`src/sv/fcma_pkg.sv`:
```
// ----------------------------------------------------------------------------
// fcma_pkg
// Shared types and constants for the five-channel moving average filter.
// ----------------------------------------------------------------------------
package fcma_pkg;

  localparam int NUM_CH     = 5;
  localparam int STAMP_W    = 32;
  localparam int WLEN_W     = 7;
  localparam int CFG_IDX_W  = 2;
  localparam int CFG_DATA_W = 7;

  localparam logic [CFG_IDX_W-1:0] CFG_FILTER_ENABLE = 2'd0;
  localparam logic [CFG_IDX_W-1:0] CFG_WINDOW_LENGTH = 2'd1;

  localparam logic              RST_FILTER_ENABLE = 1'b1;
  localparam logic [WLEN_W-1:0] RST_WINDOW_LENGTH = 7'd8;

  typedef enum logic [2:0] {
    BK_IDLE,
    BK_UPDATE,
    BK_LOAD,
    BK_STEP,
    BK_OUT
  } back_state_e;

  // head of the request queue as seen by the back end
  typedef struct packed {
    logic valid;
    logic bypass;
  } head_t;

endpackage

```
`src/sv/fcma_front.sv`:
```
// ----------------------------------------------------------------------------
// fcma_front
// Accepts input requests, tags them as averaged or bypassed and holds them
// in a two-entry queue for the back end.
// ----------------------------------------------------------------------------
module fcma_front #(
  parameter int SampleBits = 16,
  parameter int TdataW     = 112,
  localparam int PayW      = fcma_pkg::NUM_CH * SampleBits + fcma_pkg::STAMP_W
) (
  input  logic              clk_i,
  input  logic              rst_ni,
  input  logic              s_axis_tvalid,
  output logic              s_axis_tready,
  input  logic [TdataW-1:0] s_axis_tdata,
  input  logic              enable_i,
  input  logic              pop_i,
  output fcma_pkg::head_t   head_o,
  output logic [PayW-1:0]   head_data_o
);

  logic [PayW:0] ent_q [2];
  logic          wr_q, wr_d;
  logic          rd_q, rd_d;
  logic [1:0]    cnt_q, cnt_d;
  logic          push, pop;

  assign s_axis_tready = (cnt_q != 2'd2);
  assign push          = s_axis_tvalid && s_axis_tready;
  assign pop           = pop_i && (cnt_q != 2'd0);

  always_comb begin
    wr_d  = push ? ~wr_q : wr_q;
    rd_d  = pop ? ~rd_q : rd_q;
    cnt_d = cnt_q;
    unique case ({push, pop})
      2'b10:   cnt_d = cnt_q + 2'd1;
      2'b01:   cnt_d = cnt_q - 2'd1;
      default: cnt_d = cnt_q;
    endcase
  end

  always_ff @(posedge clk_i or negedge rst_ni) begin
    if (!rst_ni) begin
      wr_q  <= 1'b0;
      rd_q  <= 1'b0;
      cnt_q <= 2'd0;
    end else begin
      wr_q  <= wr_d;
      rd_q  <= rd_d;
      cnt_q <= cnt_d;
    end
  end

  // bit PayW marks a bypass request (filter disabled when accepted)
  always_ff @(posedge clk_i) begin
    if (push) begin
      ent_q[wr_q] <= {~enable_i, s_axis_tdata[PayW-1:0]};
    end
  end

  assign head_o.valid  = (cnt_q != 2'd0);
  assign head_o.bypass = ent_q[rd_q][PayW];
  assign head_data_o   = ent_q[rd_q][PayW-1:0];

endmodule

```
`config.mk`:
```
export PLATFORM = sky130hd
export DESIGN_NAME = fcma_front
export DESIGN_NICKNAME = d
export VERILOG_FILES = /design/src/sv/fcma_pkg.sv /design/src/sv/fcma_front.sv
export SDC_FILE = /design/constraint.sdc
export NUM_CORES = 1
export LEC_CHECK = 0
export BUFFER_PORTS_ARGS = -buffer_cell sky130_fd_sc_hd__buf_2
export CAP_MARGIN = 20
export CORE_AREA = 2 2 127 129
export DETAILED_ROUTE_END_ITERATION = 7
export DIE_AREA = 0 0 129 131
export PLACE_DENSITY_LB_ADDON = 0.25
export SLEW_MARGIN = 20
export SYNTH_ARGS = -nofsm -noshare
export SYNTH_HDL_FRONTEND = slang
export SYNTH_SLANG_ARGS = --single-unit
```
`constraint.sdc`:
```
create_clock -name clk_i -period 16.9 [get_ports clk_i]
set_input_delay 0 -clock clk_i [delete_from_list [all_inputs] [get_ports clk_i]]
set_output_delay 0 -clock clk_i [all_outputs]
set_load 0.03 [all_outputs]
```
==> results.cfg, run 1 <==
[grt]
grt_max_degree = 74
grtUsageMet1_pct = 24.8
met3_usage_pct = 5.70
gr-usage-met2_pct = 35.6
grt_use_total_pct = 20.0
grt_overflow_total = 0
grt_pass1_vias = 5098
grt_busiest_layer = met2
antenna_found_initial = 1
grt_pass1_wl_um = 25900

[clocking]
cts_root_buf = clkbuf_16
cts-buffers-inserted = 24
clock_path_buffers = 3
cts_num_sinks = 230
cts_tree = built
htreeDepth = 1
clk_latency_ns = 0.50
path_clk_slew_ns = 0.06
cts_setup_buffers = 0

[power]
vdd_drop_max_mv = 0.162
seq_power_share_pct = 40.4
clockPowerShare_pct = 23.6
powerDensity_nw_per_um2 = 177
p_sw_w = 0.000730
leakagePower_nw = 4.68
p_int_w = 0.00138
power_switching_share_pct = 34.7
pwr-share-comb_pct = 36.0

[floorplan]
start_util_pct = 55.2
die_h_um = 131
die_x_um = 129
rows = 46
die_area_um2 = 16900
core_um2 = 15600
io_pins = 232

[worst_setup_path]
worstPathCellList = buf_4 -> mux2_2 -> buf_2
cp.arrival_ns = 3.12
worst_setup_path_end_kind = output pin
crit_type = reg -> out
crit_path_max_incr_delay_ns = 1.08
crit_required_ns = 16.90
crit_slowest_cell = dfrtp_4
crit_fanout = 64
worstSetupStartpointType = flip-flop

[detailed_routing]
ant_nets = 0
vias = 4761
firstDrtPassIters = 4
post_drt_wl_per_cell_um = 18.0
avgViaCountPerCell = 4.91
drt-total-wl_um = 17500
drt_iter0_markers = 307
drc_errors = 0

[synth]
syn_area_um2 = 8600
yosysWarnings = 0
ys_ff_latch = 230
syn_inst = 370
synth_cell_type_count = 17
syn-num-nets = 488
yosysSeqAreaShare_pct = 80.1
syn_area_per_cell_um2 = 23.2

[final_layout]
areaGrowthSynthToFinish_pct = 38.2
postLayoutCellArea_um2 = 11900
fin_nets = 853
post-route-util_pct = 76.2
drive_above_1_share_pct = 51.1

[place]
dp_hpwl_um = 10200
place_area_um2 = 9960
place_congestion = 0.729
port_buffers = 231

[run]
cap_violations = 0

[hold_path]
hold_path_class = in -> reg

[timing]
skew_ns = 0.00900
tns_ns = 0
post-route-period-util_pct = 18.5
fmax_mhz = 321
slew_viol_final = 0
worst_slew_pin_slew_ns = 1.02
slew_headroom_pct = 32.2
setup_viol = 0
hold_violations = 0
post-route-min-period_ns = 3.12
grt_setup_unrepaired = false

[run_status]
status = completed
## worst max-delay path: cells and delay by family (launching register included)
kind / cells / cell delay (ns)
mux: 1 / 0.42
buf+inv: 2 / 1.02
flops: 1 / 1.08
## layer usage
layer  up-vias  routed length [um]  part of all wire (%)
li1       2206                   -                     -
met1      2343                7070                    40
met2       187                8860                    51
met3        25                1340                   7.6
met4         0                 220                   1.3
met5         -                   0                     0
## synth_stat cells (all sizes together)
master | instances | share of area (%)
ha | 1 | 0.15
nand2 | 1 | 0.044
and2 | 1 | 0.10
dfrtp | 4 | 1.2
edfxtp | 226 | 79
or2 | 1 | 0.073
and3 | 1 | 0.073
nand2b | 1 | 0.073
xor2 | 2 | 0.20
inv | 1 | 0.044
mux2 | 113 | 17
buf | 13 | 1.4
xnor2 | 3 | 0.31
nor2 | 2 | 0.087
## final timing paths
check | start | endpoint | slack [ns] | depth (start not counted)
worst max register to register | cnt_q[0]$_DFFE_PN0P_ | ent_q[1][16]$_DFFE_PP_ | 14.33 | 3
min in group asynchronous | rst_ni | cnt_q[0]$_DFFE_PN0P_ | 0.43 | 3
worst min register to register | cnt_q[1]$_DFFE_PN0P_ | cnt_q[1]$_DFFE_PN0P_ | 0.50 | 1
worst max-delay path | rd_q$_DFFE_PN0P_ | head_data_o[27] | 13.78 | 3
max in group asynchronous | rst_ni | rd_q$_DFFE_PN0P_ | 16.27 | 3
worst min-delay path | s_axis_tdata[24] | ent_q[1][24]$_DFFE_PP_ | 0.23 | 2
## cells by family (layout without fill, tap and decap cells)
logic type    count (synthesis)  after routing  synth area share, %
flops                       230            230                 80.1
mux                         113            113                 17.4
buf+inv                      14            396                 1.43
simple gates                  7              7                0.451
xor+xnor                      5              5                0.509
fa+ha+maj                     1              1                0.145
other cells                   0              1                    0
## state kept, by name, summed over array words and instances, names as in the netlist
| name | flops |
|---|---|
| ent_q | 226 |
| wr_q | 1 |
| cnt_q | 2 |
| rd_q | 1 |
## timing repair
action | in CTS | in global routing
hold buffers | 117 | 0
resized for setup | 0 | 0
endpoints found under the hold margin | 233 | 0
## cell type report
| cell class | count | area (um^2) |
|---|---|---|
| clock inverter | 14 | 114 |
| clock buffer | 29 | 641 |
| fill | 891 | 3710 |
| multi-input combinational | 126 | 1610 |
| sequential | 230 | 6890 |
| timing repair buffer | 352 | 2360 |
| inverter | 1 | 3.75 |
| antenna | 1 | 2.50 |
| tap | 216 | 270 |
## cells in the final DEF, fill, tap and decap left out, drive strengths merged
cell         instances
ha                   1
bufinv               2
nor2                 2
nand2                1
diode                1
and2                 1
buf                235
edfxtp             226
clkinv              12
inv                  1
xnor2                3
clkbuf              29
xor2                 2
dlygate4sd3        117
and3                 1
nand2b               1
mux2               113
or2                  1
dfrtp                4
## per-stage QoR
stage          hold WS, ns  power, W  std cells  setup WS (ns)
2_1_floorplan       -0.296   0.00143        370          10.72
3_3_place_gp        -0.192   0.00158        808          14.36
3_5_place_dp        -0.187   0.00160        808          14.30
4_1_cts              0.208   0.00212        968          13.76
5_1_grt              0.224   0.00219        969          13.64
6_report             0.225   0.00211        969          13.78
## power by group through the flow
stage	Sequential (W)	Combinational [W]	Clock, W
final	0.000851	0.000757	0.000498
after global routing	0.000865	0.000796	0.000528
after floorplan	0.000832	0.000599	0
after global placement	0.000855	0.000728	0
after CTS	0.000852	0.000760	0.000509
after detailed placement	0.000863	0.000736	0
Note: power is estimated with default switching activity, not from simulation.
==> run 2, diff against run 1 <==
--- a/config.mk
+++ b/config.mk
@@ -7,9 +7,9 @@
 export LEC_CHECK = 0
 export BUFFER_PORTS_ARGS = -buffer_cell sky130_fd_sc_hd__buf_2
 export CAP_MARGIN = 20
-export CORE_AREA = 2 2 127 129
+export CORE_AREA = 2 2 139 141
 export DETAILED_ROUTE_END_ITERATION = 7
-export DIE_AREA = 0 0 129 131
+export DIE_AREA = 0 0 141 143
 export PLACE_DENSITY_LB_ADDON = 0.25
 export SLEW_MARGIN = 20
 export SYNTH_ARGS = -nofsm -noshare
==> constraint.sdc (replaced) <==
create_clock -name clk_i -period 2.7 [get_ports clk_i]
set_input_delay 0 -clock clk_i [delete_from_list [all_inputs] [get_ports clk_i]]
set_output_delay 0 -clock clk_i [all_outputs]
set_load 0.03 [all_outputs]
==> run 2 against run 1 <==
Via count fell by 0.88%. Clock power rose to 6.2 times the previous value. Sequential power rose to 6.1 times the previous value. Global-route usage fell by 3.7 points. Count of clock-buffer cells in the layout did not move. Flip-flop and latch count did not move. Critical path type unchanged. Critical endpoint is now head_data_o[111].
==> results.cfg, run 2 (same netlist as run 1, synthesis figures left out) <==
[run_status]
status = completed

[detailed_routing]
vias = 4719
drt_iter0_markers = 264
avgViaCountPerCell = 4.81
drt-total-wl_um = 17000
firstDrtPassIters = 4
drc_errors = 0
post_drt_wl_per_cell_um = 17.3
wl_met2_um = 8450
ant_nets = 0
wl_met3_um = 1390
drt-met1-wl_um = 6660
dr.max_layer_used = met4

[grt]
grt_pass1_wl_um = 25900
grt_pass1_vias = 5268
grt_overflow_total = 0
antenna_found_initial = 0
grt_use_total_pct = 16.3
grt_max_degree = 114

[final_layout]
final_common_cell = buf_2
largest_reg_flops = 226
largest_register = ent_q
instances_no_fill = 982
multi_input_area_um2 = 1620
register_area_um2 = 6890
diodes = 0
fin_nets = 854
drive_above_1_share_pct = 51.9
final_cell_mix = 231 x buf_2, 226 x edfxtp_1, 117 x dlygate4sd3_1
nFillCells = 1255
postLayoutCellArea_um2 = 12000
areaGrowthSynthToFinish_pct = 39.0
reg_top3 = ent_q (226), cnt_q (2)

[place]
place_area_um2 = 10100
place_congestion = 0.692
dp_hpwl_um = 9800
port_buffers = 231
dp_cells = 827

[timing]
grt_setup_unrepaired = false
fmax_mhz = 450
hold_violations = 0
slew_viol_final = 0
setup_viol = 0
post-route-period-util_pct = 82.3
slew_headroom_pct = 51.4
worst_slew_pin_slew_ns = 0.729
skew_ns = 0.0121
tns_ns = 0
post-route-min-period_ns = 2.22

[worst_setup_path]
worst_r2r_endpoint = ent_q[0][71]$_DFFE_PP_
crit_required_ns = 2.70
rr_worst_depth = 4
worstSetupStartpointType = flip-flop
crit_fanout = 41
startpoint = rd_q$_DFFE_PN0P_
crit_end = head_data_o[111]
worst_setup_path_end_kind = output pin
r2r-start = cnt_q[0]$_DFFE_PN0P_
r2r_slack_ns = 0.90
cp.arrival_ns = 2.22
crit_type = reg -> out

[clocking]
clk_latency_ns = 0.50
htreeDepth = 1
path_clk_slew_ns = 0.06
cts-buffers-inserted = 24
cts_root_buf = clkbuf_16
cts_num_sinks = 230
clock_path_buffers = 3
ctsResizeCount = 0
cts_tree = built

[run]
cap_violations = 0

[floorplan]
die_area_um2 = 20200
die_h_um = 143
io_pins = 232
rows = 50
die_x_um = 141
core_um2 = 18600
start_util_pct = 46.3

[hold_path]
hold_path_class = in -> reg
hp-start = s_axis_tdata[101]

[power]
vdd_drop_max_mv = 0.858
leakagePower_nw = 4.70
powerDensity_nw_per_um2 = 1100
finalPower_w = 0.0132
-- run 2: worst min-delay path by stage --
| stage | endpoint | slack (ns) | cells past startpoint |
|---|---|---|---|
| after floorplan | cnt_q[0]$_DFFE_PN0P_ | -0.30 | 0 |
| after global placement | cnt_q[0]$_DFFE_PN0P_ | -0.19 | 1 |
| after detailed placement | cnt_q[1]$_DFFE_PN0P_ | -0.19 | 1 |
| after CTS | ent_q[1][85]$_DFFE_PP_ | 0.19 | 2 |
| after global routing | ent_q[1][101]$_DFFE_PP_ | 0.21 | 2 |
| final | ent_q[1][101]$_DFFE_PP_ | 0.21 | 2 |
-- run 2: metrics by stage --
stage	hold WS, ns	setup slack, ns	util (%)
global placement	-0.190	0.951	54.1
floorplan	-0.296	-0.0739	-
global route	0.208	0.387	64.4
CTS	0.192	0.443	64.4
detailed placement	-0.189	0.898	54.1
finish	0.212	0.479	64.4
-- run 2: metal layers --
metal,GRT usage (%),vias up
met5,0,-
met4,5.42,0
met3,5.53,39
met2,29.5,204
met1,18.2,2278
li1,-,2198
-- run 2: power breakdown --
part | leakage [nW] | internal (W) | switching (W) | total (W)
Combinational | 2.20 | 0.00190 | 0.00302 | 0.00492
Clock | 0.360 | 0.00186 | 0.00122 | 0.00308
Sequential | 2.15 | 0.00489 | 0.000304 | 0.00519
-- run 2: layout make-up --
class / instances / share of cell area, %
Sequential cell: 230 / 57.6
Clock inverter: 9 / 0.795
Multi-Input combinational cell: 126 / 13.6
Clock buffer: 29 / 5.36
Timing Repair Buffer: 353 / 20.2
Inverter: 1 / 0.0314
Tap cell: 234 / 2.45
-- run 2: critical path: stages, from the launching register on --
cell	delay, ns
dfrtp_4	0.76
buf_12	0.36
mux2_2	0.38
buf_2	0.18
-- run 2: timing repair --
item	4_1_cts	5_1_grt
hold buffers	117	0
hold endpoints to repair	233	0
buffers inserted	0	0
